<file path="config.mk">
export PLATFORM = sky130hd
export DESIGN_NAME = bna_queue
export DESIGN_NICKNAME = d
export VERILOG_FILES = /design/src/hdl/bna_pkg.sv /design/src/hdl/bna_queue.sv
export SDC_FILE = /design/constraint.sdc
export NUM_CORES = 1
export LEC_CHECK = 0
export ABC_AREA = 1
export BUFFER_PORTS_ARGS = -buffer_cell sky130_fd_sc_hd__buf_2
export CAP_MARGIN = 20
export CORE_ASPECT_RATIO = 0.8
export CORE_MARGIN = 1
export CORE_UTILIZATION = 45
export CTS_CLUSTER_SIZE = 24
export DETAILED_ROUTE_END_ITERATION = 10
export PLACE_DENSITY = 0.69
export SLEW_MARGIN = 20
export SYNTH_ARGS = -nofsm -noshare
export SYNTH_HDL_FRONTEND = slang
export SYNTH_SLANG_ARGS = --single-unit
</file>
<file path="constraint.sdc">
create_clock -name clk -period 16.9 [get_ports clk]
set_input_delay 1.69 -clock clk [delete_from_list [all_inputs] [get_ports clk]]
set_output_delay 1.69 -clock clk [all_outputs]
set_load 0.02 [all_outputs]
</file>
<file path="src/hdl/bna_pkg.sv">
// Shared constants, types and helper functions for the boid neighbour accumulator.
`timescale 1ns / 1ps
`default_nettype none
package bna_pkg;
	localparam int FRAC_BITS = 16;
	localparam int MASS_FRAC = 8;
	localparam int POS_W = 32;
	localparam int DIFF_W = POS_W + 1;
	localparam int MASS_W = 16;
	localparam int RAD_W = 31;
	localparam int ACC_W = 48;
	localparam int TERM_W = 42;
	localparam int PROD_W = DIFF_W + MASS_W + 1;
	localparam int SQ_W = 2 * POS_W;
	localparam int SUM_W = SQ_W + 2;
	localparam int RSQ_W = 2 * RAD_W;
	localparam int DIV_BITS = POS_W + MASS_FRAC;
	localparam int DIV_CNT_W = $clog2(DIV_BITS + 1);
	localparam int MSUM_W = 32;
	localparam int CNT_W = 16;
	localparam int QUEUE_DEPTH = 2;
	localparam int QPTR_W = $clog2(QUEUE_DEPTH);

	localparam logic [63:0] CLOSE_RAW = 64'd10 << FRAC_BITS;
	localparam logic [63:0] NEAR_RAW = 64'd250 << FRAC_BITS;
	localparam logic [63:0] RAD_MAX = (64'd1 << RAD_W) - 64'd1;
	localparam logic [RAD_W-1:0] CLOSE_RESET =
		(CLOSE_RAW > RAD_MAX) ? RAD_MAX[RAD_W-1:0] : CLOSE_RAW[RAD_W-1:0];
	localparam logic [RAD_W-1:0] NEAR_RESET =
		(NEAR_RAW > RAD_MAX) ? RAD_MAX[RAD_W-1:0] : NEAR_RAW[RAD_W-1:0];

	localparam logic [1:0] REG_CLOSE = 2'd0;
	localparam logic [1:0] REG_NEAR = 2'd1;

	localparam logic [1:0] CLS_NONE = 2'd0;
	localparam logic [1:0] CLS_CLOSE = 2'd1;
	localparam logic [1:0] CLS_NEAR = 2'd2;

	localparam logic [1:0] KIND_SEP = 2'd0;
	localparam logic [1:0] KIND_COH = 2'd1;
	localparam logic [1:0] KIND_ALI = 2'd2;

	// Classified item handed from front to back: a holds the displacement for
	// close items, the sign-extended position for other candidates and zero for a focus load.
	typedef struct packed {
		logic [1:0] cls;
		logic last;
		logic [2:0][DIFF_W-1:0] a;
		logic [2:0][POS_W-1:0] v;
		logic [MASS_W-1:0] mass;
	} job_t;

	typedef struct packed {
		logic valid;
		logic [1:0] kind;
		logic [2:0][ACC_W-1:0] sum;
		logic [MSUM_W-1:0] mass_sum;
		logic [CNT_W-1:0] count;
		logic end_of_run;
	} result_t;

	function automatic logic [POS_W-1:0] mag_diff(input logic [DIFF_W-1:0] x);
		logic [DIFF_W-1:0] t;
		t = x[DIFF_W-1] ? -x : x;
		return t[POS_W-1:0];
	endfunction

	function automatic logic [POS_W-1:0] mag_pos(input logic [POS_W-1:0] x);
		return x[POS_W-1] ? -x : x;
	endfunction

	function automatic logic [ACC_W-1:0] sat_add(input logic [ACC_W-1:0] acc,
			input logic [TERM_W-1:0] term);
		logic [ACC_W:0] s;
		s = {acc[ACC_W-1], acc} + {{(ACC_W + 1 - TERM_W){term[TERM_W-1]}}, term};
		if (s[ACC_W] != s[ACC_W-1])
			return s[ACC_W] ? {1'b1, {(ACC_W-1){1'b0}}} : {1'b0, {(ACC_W-1){1'b1}}};
		return s[ACC_W-1:0];
	endfunction
endpackage
`default_nettype wire

</file>
<file path="src/hdl/bna_queue.sv">
// Two-entry queue of classified items between front and back.
`timescale 1ns / 1ps
`default_nettype none
module bna_queue (
	input wire logic clk,
	input wire logic arst_n,
	input wire logic push,
	input wire bna_pkg::job_t push_data,
	output logic full,
	input wire logic pop,
	output logic empty,
	output bna_pkg::job_t head
);
	bna_pkg::job_t mem_q [bna_pkg::QUEUE_DEPTH];
	logic [bna_pkg::QPTR_W-1:0] wr_q, rd_q;
	logic [bna_pkg::QPTR_W:0] fill_q;

	assign full = (fill_q == (bna_pkg::QPTR_W + 1)'(bna_pkg::QUEUE_DEPTH));
	assign empty = (fill_q == '0);
	assign head = mem_q[rd_q];

	always_ff @(posedge clk or negedge arst_n) begin
		if (!arst_n) begin
			wr_q <= '0;
			rd_q <= '0;
			fill_q <= '0;
		end else begin
			if (push)
				wr_q <= wr_q + 1'b1;
			if (pop)
				rd_q <= rd_q + 1'b1;
			if (push && !pop)
				fill_q <= fill_q + 1'b1;
			else if (pop && !push)
				fill_q <= fill_q - 1'b1;
		end
	end

	always_ff @(posedge clk) begin
		if (push)
			mem_q[wr_q] <= push_data;
	end
endmodule
`default_nettype wire

</file>
==> impl_metrics.toml <==
[status]
status = "complete, no violations"

[routing]
vias_per_cell = 4.860
initialDrtViolationCount = 459
drtPass1Iterations = 4
drcViolationCount = 0
wl_um = 33620
postRouteAntennaNets = 0
post_drt_wl_per_cell_um = 20.28
vias = 8058

[yosys]
synth_compound_area_share_pct = 0
synth-seq-area-share_pct = 79.64
syn_inst = 691
synth_top_family_by_area = "multiplexers"
synth_area_leaders = "edfxtp_1, mux2_4, mux2_2"
syn-cell-area_sq_um = 16260
mappedNetlistNets = 910
async_reset_ff_share_pct = 0.9259
ys_types = 14
yosysTopAreaCellShare_pct = 79.02
muxShareOfSynthArea_pct = 18.28
synth_xor_area_share_pct = 0.1616
yosysMostFrequentCell = "edfxtp_1"
synth_seq_cells = 432
avgSynthCellArea_sq_um = 23.54
synth_commonest_cells = "edfxtp_1, mux2_4, mux2_2"
synth_edf_count = 428
synth_adder_area_share_pct = 0.07693
yosys.area_share.simple_pct = 0.2539
synth_area_leader_cell = "edfxtp_1"
ys.flop_type = "edfxtp_1"
ys_warn_count = 0

[die]
die_h_um = 172.0
die-width_um = 214.6
num_rows = 61
die_area_sq_um = 36910
ios = 434
core_sq_um = 35190
initial_core_util_pct = 46.23

[placed_design]
gp_congestion = 0.8305
io_buffers = 433
place_ws_ns = 11.95
hpwl_um = 23300

[worst_setup_path]
cp.required_ns = 15.21
rr_worst_depth = 3
worstReg2RegEnd = "mem_q[0][81]$_DFFE_PP_"
critical_path_cell_count = 5
cpMostUsedCell = "buf_4"
crit_chain = "buf_16, buf_4, buf_4, mux2_4, buf_2"
r2r_slack_ns = 13.73
end_kind = "output port"
critical_path_arrival_ns = 3.80
worstSetupStartpointType = "flip-flop"
critPathMaxStageDelay_ns = 0.83
critPathBufInv = 4
critPathMaxFanout = 53
slowest_stage = "buf_4"
timing_worst_setup_path_type = "reg -> out"
r2r-start = "wr_q$_DFFE_PN0P_"
cpLargestDelayFamily = "buffers and inverters"

[global_route]
grt_pass1_wl_um = 48080
grt_start_max_net_pins = 94
antenna_found_initial = 11
grt-ovfl-total = 0
track_usage_pct = 17.42
grt_pass1_vias = 8201

[clocking]
hold_buffers = 0
numCtsBuffers = 43
ctsLongestPathBuffers = 3
cts_root_buf = "clkbuf_16"
htree_levels = 2
cts_setup_buffers = 0
insertion_delay_ns = 0.53
clock-sinks = 432
cts_resized = 0
clk_pin_slew_ns = 0.06
tritoncts = "yes"

[timing]
hold_viol = 0
setup_viol = 0
whs_ns = 0.5238
fin_ws_ns = 11.41
min_period_ns = 5.486
fin_skew_ns = 0.01697
slew_headroom_pct = 31.87
fin_crit_sh_pct = 32.46
rsz0062_at_grt = "false"
max_freq_mhz = 182.3
tightestPinTransition_ns = 1.022
slew_violations = 0
setup_tns_ns = 0

[hold_path]
hold_class = "reg -> reg"
hold_depth = 2
min_to = "fill_q[1]$_DFFE_PN0P_"
min_from = "fill_q[1]$_DFFE_PN0P_"

[cells_and_area]
area_growth_pct = 24.53
final_nets = 1373
drive_gt1_share_pct = 60.70
fillCellCount = 2712

[pwr]
total_leakage_power_uw = 0.008026
ir_worst_vdd_uv = 142.7
power.density_nw_per_um2 = 178.3

[job]
maxCapViolations = 0
[power by group]
| group | switching, uW | total, uW | internal (uW) |
|---|---|---|---|
| combinational | 694 | 1200 | 510 |
| clock | 369 | 911 | 542 |
| sequential | 72.1 | 1500 | 1420 |
[how the worst max path moves through the flow]
| stage | startpoint | endpoint | slack, ns |
|---|---|---|---|
| floorplan | push | mem_q[0][0]$_DFFE_PP_ | 5.43 |
| global placement | rd_q$_DFFE_PN0P_ | head[110] | 11.81 |
| detailed placement | rd_q$_DFFE_PN0P_ | head[47] | 11.95 |
| CTS | rd_q$_DFFE_PN0P_ | head[47] | 11.35 |
| global route | rd_q$_DFFE_PN0P_ | head[58] | 11.24 |
| finish | rd_q$_DFFE_PN0P_ | head[47] | 11.41 |
[area by class of cell]
class / count / area [sq um] / area share (%)
Tap cell: 472 / 590.6 / 2.916
Sequential cell: 432 / 12960 / 63.97
Clock buffer: 52 / 1152 / 5.690
Timing Repair Buffer: 442 / 2255 / 11.13
Antenna cell: 8 / 20.02 / 0.09884
Multi-Input combinational cell: 228 / 3060 / 15.11
Inverter: 7 / 33.78 / 0.1668
Clock inverter: 17 / 185.2 / 0.9143
[cell families after synthesis]
group,after synthesis
xor gates and xnor gates,3
muxes,214
buffers and inverters,31
and+or+nand+nor,10
adders and majority gates,1
DFF,432
[worst reg2reg max path: stages, from the launching register on]
cell	delay, ns
dfrtp_1	0.43
nor2_4	0.69
buf_4	0.69
buf_4	0.88
[stage by stage]
step	power, uW	instances	cell area (sq um)	utilization (%)
5_1_grt	3758	1654	20240	57.53
2_1_floorplan	2447	691	16260	-
3_5_place_dp	2745	1581	18900	53.70
6_report	3612	1658	20250	57.56
3_3_place_gp	2724	1580	18870	53.63
4_1_cts	3661	1650	20230	57.51
[state kept, by name (all words and copies together) (netlist names)]
| signal | flops |
|---|---|
| wr_q | 1 |
| fill_q | 2 |
| mem_q | 428 |
| rd_q | 1 |
[metal layers]
layer	track usage [%]	share of wire, %	wire length, um
met2	28.02	48	16070
met3	6.526	9.2	3109
met1	22.07	41	13700
met4	5.248	2.1	695
met5	0	0.11	36
[layout by cell type (no fill, tap or decap)]
cell type | Yosys | final
edfxtp_1 | 428 | 428
clkinvlp_4 | 0 | 3
mux2_4 | 150 | 150
mux2_2 | 64 | 64
nand3_1 | 1 | 1
buf_4 | 0 | 8
nand4_1 | 1 | 1
nand2_1 | 5 | 5
inv_8 | 0 | 1
dfrtp_1 | 4 | 3
xor2_1 | 2 | 2
xnor2_1 | 1 | 1
buf_16 | 0 | 1
clkinv_1 | 0 | 6
ha_1 | 1 | 1
clkbuf_1 | 0 | 7
nor2_1 | 3 | 2
diode_2 | 0 | 8
buf_2 | 6 | 433
clkbuf_16 | 0 | 45
dfrtp_4 | 0 | 1
nor2_4 | 0 | 1
bufinv_16 | 0 | 4
inv_1 | 7 | 6
clkinv_2 | 0 | 4
(Power assumes the default switching activity.)
