$ cat src/hdl/bna_pkg.sv
// Shared constants, types and helper functions for the boid neighbour accumulator.
`timescale 1ns / 1ps
`default_nettype none
package bna_pkg;
	localparam int FRAC_BITS = 16;
	localparam int MASS_FRAC = 8;
	localparam int POS_W = 32;
	localparam int DIFF_W = POS_W + 1;
	localparam int MASS_W = 16;
	localparam int RAD_W = 31;
	localparam int ACC_W = 48;
	localparam int TERM_W = 42;
	localparam int PROD_W = DIFF_W + MASS_W + 1;
	localparam int SQ_W = 2 * POS_W;
	localparam int SUM_W = SQ_W + 2;
	localparam int RSQ_W = 2 * RAD_W;
	localparam int DIV_BITS = POS_W + MASS_FRAC;
	localparam int DIV_CNT_W = $clog2(DIV_BITS + 1);
	localparam int MSUM_W = 32;
	localparam int CNT_W = 16;
	localparam int QUEUE_DEPTH = 2;
	localparam int QPTR_W = $clog2(QUEUE_DEPTH);

	localparam logic [63:0] CLOSE_RAW = 64'd10 << FRAC_BITS;
	localparam logic [63:0] NEAR_RAW = 64'd250 << FRAC_BITS;
	localparam logic [63:0] RAD_MAX = (64'd1 << RAD_W) - 64'd1;
	localparam logic [RAD_W-1:0] CLOSE_RESET =
		(CLOSE_RAW > RAD_MAX) ? RAD_MAX[RAD_W-1:0] : CLOSE_RAW[RAD_W-1:0];
	localparam logic [RAD_W-1:0] NEAR_RESET =
		(NEAR_RAW > RAD_MAX) ? RAD_MAX[RAD_W-1:0] : NEAR_RAW[RAD_W-1:0];

	localparam logic [1:0] REG_CLOSE = 2'd0;
	localparam logic [1:0] REG_NEAR = 2'd1;

	localparam logic [1:0] CLS_NONE = 2'd0;
	localparam logic [1:0] CLS_CLOSE = 2'd1;
	localparam logic [1:0] CLS_NEAR = 2'd2;

	localparam logic [1:0] KIND_SEP = 2'd0;
	localparam logic [1:0] KIND_COH = 2'd1;
	localparam logic [1:0] KIND_ALI = 2'd2;

	// Classified item handed from front to back: a holds the displacement for
	// close items, the sign-extended position for other candidates and zero for a focus load.
	typedef struct packed {
		logic [1:0] cls;
		logic last;
		logic [2:0][DIFF_W-1:0] a;
		logic [2:0][POS_W-1:0] v;
		logic [MASS_W-1:0] mass;
	} job_t;

	typedef struct packed {
		logic valid;
		logic [1:0] kind;
		logic [2:0][ACC_W-1:0] sum;
		logic [MSUM_W-1:0] mass_sum;
		logic [CNT_W-1:0] count;
		logic end_of_run;
	} result_t;

	function automatic logic [POS_W-1:0] mag_diff(input logic [DIFF_W-1:0] x);
		logic [DIFF_W-1:0] t;
		t = x[DIFF_W-1] ? -x : x;
		return t[POS_W-1:0];
	endfunction

	function automatic logic [POS_W-1:0] mag_pos(input logic [POS_W-1:0] x);
		return x[POS_W-1] ? -x : x;
	endfunction

	function automatic logic [ACC_W-1:0] sat_add(input logic [ACC_W-1:0] acc,
			input logic [TERM_W-1:0] term);
		logic [ACC_W:0] s;
		s = {acc[ACC_W-1], acc} + {{(ACC_W + 1 - TERM_W){term[TERM_W-1]}}, term};
		if (s[ACC_W] != s[ACC_W-1])
			return s[ACC_W] ? {1'b1, {(ACC_W-1){1'b0}}} : {1'b0, {(ACC_W-1){1'b1}}};
		return s[ACC_W-1:0];
	endfunction
endpackage
`default_nettype wire

$ cat src/hdl/bna_back.sv
// Back end: accumulates classified items and emits the three sums per run.
`timescale 1ns / 1ps
`default_nettype none
module bna_back (
	input wire logic clk,
	input wire logic arst_n,
	input wire logic empty,
	input wire bna_pkg::job_t head,
	output logic pop,
	output bna_pkg::result_t res,
	input wire logic out_stall
);
	localparam logic [2:0] B_IDLE = 3'd0;
	localparam logic [2:0] B_MUL = 3'd1;
	localparam logic [2:0] B_DIV = 3'd2;
	localparam logic [2:0] B_TALLY = 3'd3;
	localparam logic [2:0] B_EMIT = 3'd4;

	localparam int DW = bna_pkg::DIV_BITS;
	localparam int MW = bna_pkg::MASS_W;

	logic [2:0] state_q;
	bna_pkg::job_t job_q;
	logic [1:0] step_q;
	logic [1:0] comp_q;
	logic [1:0] k_q;
	logic signed [bna_pkg::PROD_W-1:0] prod_q;
	logic [DW-1:0] dvd_q;
	logic [MW-1:0] rem_q;
	logic [bna_pkg::DIV_CNT_W-1:0] cnt_q;
	logic neg_q;
	logic [2:0][bna_pkg::ACC_W-1:0] sep_q, coh_q, ali_q;
	logic [bna_pkg::MSUM_W-1:0] cmass_q, nmass_q;
	logic [bna_pkg::CNT_W-1:0] ctally_q, ntally_q;
	bna_pkg::result_t res_q;

	logic close_job;
	logic [bna_pkg::DIFF_W-1:0] mop;
	logic [1:0] pidx;
	logic [bna_pkg::TERM_W-1:0] mterm, dterm;
	logic [MW-1:0] divisor;
	logic [MW:0] trial, trial_sub;
	logic [bna_pkg::MSUM_W:0] msum_next;
	logic load_out;

	assign close_job = (job_q.cls == bna_pkg::CLS_CLOSE);
	assign pop = (state_q == B_IDLE) && !empty;
	assign res = res_q;
	assign pidx = step_q - 2'd1;
	assign divisor = (job_q.mass == '0) ? MW'(1) : job_q.mass;
	assign trial = {rem_q, dvd_q[DW-1]};
	assign trial_sub = trial - {1'b0, divisor};
	assign load_out = (state_q == B_EMIT) && (!res_q.valid || !out_stall);

	always_comb begin
		mop = close_job ? job_q.a[step_q] :
			{job_q.v[step_q][bna_pkg::POS_W-1], job_q.v[step_q]};
		mterm = prod_q[bna_pkg::PROD_W-1:bna_pkg::MASS_FRAC];
		dterm = neg_q ? -{2'b0, dvd_q} : {2'b0, dvd_q};
		msum_next = {1'b0, close_job ? cmass_q : nmass_q} + {17'b0, job_q.mass};
	end

	always_ff @(posedge clk or negedge arst_n) begin
		if (!arst_n) begin
			state_q <= B_IDLE;
			step_q <= '0;
			comp_q <= '0;
			k_q <= '0;
			cnt_q <= '0;
			sep_q <= '0;
			coh_q <= '0;
			ali_q <= '0;
			cmass_q <= '0;
			nmass_q <= '0;
			ctally_q <= '0;
			ntally_q <= '0;
			res_q <= '0;
		end else begin
			if (load_out)
				res_q.valid <= 1'b1;
			else if (!out_stall)
				res_q.valid <= 1'b0;
			unique case (state_q)
				B_IDLE: begin
					if (!empty) begin
						step_q <= '0;
						k_q <= '0;
						if (head.cls == bna_pkg::CLS_CLOSE || head.cls == bna_pkg::CLS_NEAR)
							state_q <= B_MUL;
						else if (head.last)
							state_q <= B_EMIT;
					end
				end
				B_MUL: begin
					step_q <= step_q + 2'd1;
					if (step_q != 2'd0) begin
						if (close_job)
							sep_q[pidx] <= bna_pkg::sat_add(sep_q[pidx], mterm);
						else
							ali_q[pidx] <= bna_pkg::sat_add(ali_q[pidx], mterm);
					end
					if (step_q == 2'd3) begin
						comp_q <= '0;
						cnt_q <= '0;
						state_q <= close_job ? B_TALLY : B_DIV;
					end
				end
				B_DIV: begin
					// One quotient bit per cycle, then the term is added.
					if (cnt_q == bna_pkg::DIV_CNT_W'(DW)) begin
						coh_q[comp_q] <= bna_pkg::sat_add(coh_q[comp_q], dterm);
						cnt_q <= '0;
						comp_q <= comp_q + 2'd1;
						if (comp_q == 2'd2)
							state_q <= B_TALLY;
					end else begin
						cnt_q <= cnt_q + 1'b1;
					end
				end
				B_TALLY: begin
					if (close_job) begin
						cmass_q <= msum_next[bna_pkg::MSUM_W] ? '1 : msum_next[bna_pkg::MSUM_W-1:0];
						if (ctally_q != '1)
							ctally_q <= ctally_q + 1'b1;
					end else begin
						nmass_q <= msum_next[bna_pkg::MSUM_W] ? '1 : msum_next[bna_pkg::MSUM_W-1:0];
						if (ntally_q != '1)
							ntally_q <= ntally_q + 1'b1;
					end
					state_q <= job_q.last ? B_EMIT : B_IDLE;
				end
				B_EMIT: begin
					if (load_out) begin
						k_q <= k_q + 2'd1;
						if (k_q == 2'd2) begin
							sep_q <= '0;
							coh_q <= '0;
							ali_q <= '0;
							cmass_q <= '0;
							nmass_q <= '0;
							ctally_q <= '0;
							ntally_q <= '0;
							state_q <= B_IDLE;
						end
					end
				end
				default: state_q <= B_IDLE;
			endcase
			if (load_out) begin
				res_q.end_of_run <= (k_q == 2'd2);
				case (k_q)
					2'd0: begin
						res_q.kind <= bna_pkg::KIND_SEP;
						res_q.sum <= sep_q;
						res_q.mass_sum <= cmass_q;
						res_q.count <= ctally_q;
					end
					2'd1: begin
						res_q.kind <= bna_pkg::KIND_COH;
						res_q.sum <= coh_q;
						res_q.mass_sum <= nmass_q;
						res_q.count <= ntally_q;
					end
					default: begin
						res_q.kind <= bna_pkg::KIND_ALI;
						res_q.sum <= ali_q;
						res_q.mass_sum <= nmass_q;
						res_q.count <= ntally_q;
					end
				endcase
			end
		end
	end

	always_ff @(posedge clk) begin
		if (pop)
			job_q <= head;
		if (state_q == B_MUL)
			prod_q <= $signed(mop) * $signed({1'b0, job_q.mass});
		if ((state_q == B_MUL && step_q == 2'd3) ||
				(state_q == B_DIV && cnt_q == bna_pkg::DIV_CNT_W'(DW) && comp_q != 2'd2)) begin
			// Load the dividend |p| * 256 for the next component.
			if (state_q == B_MUL) begin
				dvd_q <= {bna_pkg::mag_diff(job_q.a[0]), {bna_pkg::MASS_FRAC{1'b0}}};
				neg_q <= job_q.a[0][bna_pkg::DIFF_W-1];
			end else begin
				dvd_q <= {bna_pkg::mag_diff(job_q.a[comp_q + 2'd1]), {bna_pkg::MASS_FRAC{1'b0}}};
				neg_q <= job_q.a[comp_q + 2'd1][bna_pkg::DIFF_W-1];
			end
			rem_q <= '0;
		end else if (state_q == B_DIV && cnt_q != bna_pkg::DIV_CNT_W'(DW)) begin
			if (!trial_sub[MW]) begin
				rem_q <= trial_sub[MW-1:0];
				dvd_q <= {dvd_q[DW-2:0], 1'b1};
			end else begin
				rem_q <= trial[MW-1:0];
				dvd_q <= {dvd_q[DW-2:0], 1'b0};
			end
		end
	end
endmodule
`default_nettype wire

$ cat config.mk
export PLATFORM = sky130hd
export DESIGN_NAME = bna_back
export DESIGN_NICKNAME = d
export VERILOG_FILES = /design/src/hdl/bna_pkg.sv /design/src/hdl/bna_back.sv
export SDC_FILE = /design/constraint.sdc
export NUM_CORES = 2
export LEC_CHECK = 0
export ABC_CLOCK_PERIOD_IN_PS = 14870
export BUFFER_PORTS_ARGS = -buffer_cell sky130_fd_sc_hd__buf_2
export CORE_MARGIN = 4
export CORE_UTILIZATION = 46
export CTS_BUF_LIST = sky130_fd_sc_hd__clkbuf_4
export DETAILED_ROUTE_END_ITERATION = 6
export PLACE_DENSITY = 0.6
export REMOVE_ABC_BUFFERS = 1
export SYNTH_ARGS = -nofsm -noshare
export SYNTH_HDL_FRONTEND = slang
export SYNTH_SLANG_ARGS = --single-unit
$ cat constraint.sdc
create_clock -name clk -period 14.87 [get_ports clk]
set_clock_uncertainty 0.2 [all_clocks]
set_input_delay 0.7435 -clock clk [delete_from_list [all_inputs] [get_ports clk]]
set_output_delay 0.7435 -clock clk [all_outputs]
set_load 0.005 [all_outputs]
==> results.md <==
* Tcrit/Tclk final at 0.655
* Initial antenna violation count at 15
* Fillers at 14,761
* Yosys warns at 0
* Pre-CTS WS at 5220 ps
* Fin crit period at 9740 ps
* Latest clock arrival within the worst-skew pair at 1430 ps
* Cell area after synthesis at 75,300 um^2
* Status: finished clean
* FP Rows at between 100 and 150
* Critical Path Source Type: register
* Vias in the first global route at approximately 66,000
* Rel. slew slack at 0.144
* Crit end category: register
* Post-synth EDFFs at 297
* Ports at about 420
* Register area share after synthesis at 0.368
* Highest metal used: met5
* Critical path class: register to register
* CTS Sinks at approximately 1,100
* Via count at about 65,000
* Cts bufs inserted at 313
* Clock buffer depth at 4
* DR DRC count at 0
* Routed vias/inst at a little under 6
* Max Fclk at 103 MHz
* Grt total ovfl at 0
* Total GRT Usage at 0.315
* First-pass GRT wire length at 408,000 um
* HPWL Detailed at ~190,000 um
* Most used cell, CP: fa_1
* Worst EP required at ~16,000 ps
* Average wire per standard cell at between 20 and 25 um
* Async set or reset register ratio after synthesis at 0.702
* Fraction of layout cells with a size suffix above 1 at 0.127
* Final hold vios at 0
* Metal2 WL at 125,000 um
* Max_cap viols at 0
* CP Data Arrival Time at between 10,000 and 15,000 ps
* WL met1 at 108,000 um
* CTS resizes at 0
* Met3 wire length at 23,300 um
* RSZ-0062 raised after global routing: no
* Worst Max-Slew Pin Slew at between 1000 and 1500 ps
* CP Max Fanout at 38
* Clock transition at path regs at around 60 ps
* Slowest-stage cell, CP: dfrtp_4
* DR pass1 iterations at 6
* Core area at between 150,000 and 200,000 um^2
* CTS root buf: clkbuf_4
* Avg Inst Size Synth at around 9.4 um^2
* GP Congestion at 0.974
* Cell variety after synth at 92
* Largest net degree at the start of global routing at 167
* Fin. max-slew vios at 0
* Post CTS Setup Buffer Count at 0
* H-tree levels at 5
* Worst setup margin at 5130 ps
* Initial Util at 0.463
* Synthesized instance count at 7,979
* Predominant post-synthesis flop cell: dfrtp_1
* CTS tree: yes
* Hold-fix buffers, CTS at 432
* Final #Nets at 9,813
* Synthesis-stage register bit count at 1,052
* Final setup violation count at 0
* PortBufs at 414
* Initial drt markers at between 6,000 and 7,000
* Die Span Y at 413 um
* Die W at between 400 and 500 um
* Area grow syn2layout at 16.3%
* Remaining antenna violation count after routing at 0
* Routed WL at 270,000 um
* Worst min path class: input pin to register
* Most frequent cells in the layout: 1,152 x nand2_1, 736 x dfrtp_1, 685 x inv_1, 583 x o21ai_0, 557 x nor2_1
* CP max stage delay at 1000 ps
* Full die area at ~170,000 um^2
* Most common cell after layout, fill and taps aside: nand2_1
==> Yosys cell counts (15+ instances only) <==
cell type / n / share of area
o21bai_1: 34 / 0.0034
inv_1: 687 / 0.034
dfxtp_1: 16 / 0.0043
a22oi_1: 147 / 0.015
buf_1: 32 / 0.0016
o21ai_0: 611 / 0.041
edfxtp_1: 297 / 0.12
nand2b_1: 43 / 0.0036
nor3_1: 64 / 0.0043
nand4_1: 34 / 0.0028
nor2b_1: 27 / 0.0022
a21o_1: 117 / 0.012
and3_1: 44 / 0.0037
o31ai_1: 33 / 0.0033
a221oi_1: 53 / 0.0062
a22o_1: 248 / 0.029
nand2_1: 1154 / 0.058
mux2i_1: 239 / 0.032
o21a_1: 34 / 0.0034
xor2_1: 133 / 0.015
dfrtp_1: 739 / 0.25
a211oi_1: 23 / 0.0023
o211ai_1: 20 / 0.0020
clkbuf_1: 405 / 0.020
a31oi_1: 174 / 0.014
buf_2: 41 / 0.0027
or3_1: 27 / 0.0022
fa_1: 506 / 0.13
ha_1: 311 / 0.052
xnor2_1: 194 / 0.023
nor2_1: 564 / 0.028
a21oi_1: 324 / 0.022
nand3_1: 183 / 0.012
o21ai_1: 15 / 0.0010
mux4_2: 31 / 0.0093
and2_1: 170 / 0.014
==> layout make-up <==
cell class	count	area, um^2	share of cell area
Inverter	689	2600	0.0297
Multi-Input combinational cell	5758	43400	0.496
Antenna cell	13	32.5	0.000372
Clock buffer	456	3420	0.0391
Timing Repair Buffer	964	7320	0.0837
Sequential cell	1052	27700	0.317
Tap cell	2175	2720	0.0311
Clock inverter	57	305	0.00349
==> per-layer routing <==
metal  vias to the layer above  global-route usage
met4                         4               0.149
met5                         -                   0
met1                     32264               0.408
li1                      29180                   -
met2                      3106               0.503
met3                       802              0.0700
==> flip-flops by register name, indices dropped and copies added (netlist names), 3 cells and up <==
name	count
job_q	214
ali_q	144
sep_q	144
ctally_q	16
nmass_q	32
ntally_q	16
dvd_q	40
rem_q	16
cmass_q	32
cnt_q	6
res	196
state_q	3
coh_q	144
prod_q	42
==> logic make-up after synthesis <==
logic type                 Yosys count  share of synthesized area
xor gates and xnor gates           327                     0.0380
DFF                               1052                      0.368
AOI/OAI and AO/OA                 1944                      0.166
muxes                              275                     0.0419
buffers and inverters             1169                     0.0592
adders and majority gates          818                      0.186
and+or+nand+nor                   2394                      0.140
==> stage by stage <==
step	setup TNS, ps	cells	utilization	instance area, um^2	hold slack (ps)
2_1_floorplan	-65470	7499	-	73400	245
3_3_place_gp	0	10206	0.488	79400	261
3_5_place_dp	0	10206	0.488	79400	265
4_1_cts	0	11151	0.538	87500	2.30
5_1_grt	0	11161	0.538	87500	99.5
6_report	0	11164	0.538	87500	165
==> critical path, delay by kind of cell (launching register included) <==
| family | cells | cell delay, ps |
|---|---|---|
| buf+inv | 7 | 1230 |
| fa+ha+maj | 7 | 3110 |
| simple gates | 3 | 500 |
| flops | 1 | 1000 |
| compound gates | 12 | 3450 |
==> worst paths after layout <==
check / start / to / slack (ps) / cells after the start
min reg2reg: rem_q[13] / rem_q[13] / 270 / 2
min in group asynchronous: arst_n / res[108] / 500 / 4
max: step_q[1] / prod_q[46] / 5130 / 29
min: head[112] / job_q[112] / 170 / 2
max reg2reg: step_q[1] / prod_q[46] / 5130 / 29
max in group asynchronous: arst_n / ntally_q[7] / 11410 / 6
Power is left out: the tool's default activity adds up to more than one toggle a clock period on the data nets, which glitch-free logic cannot reach.
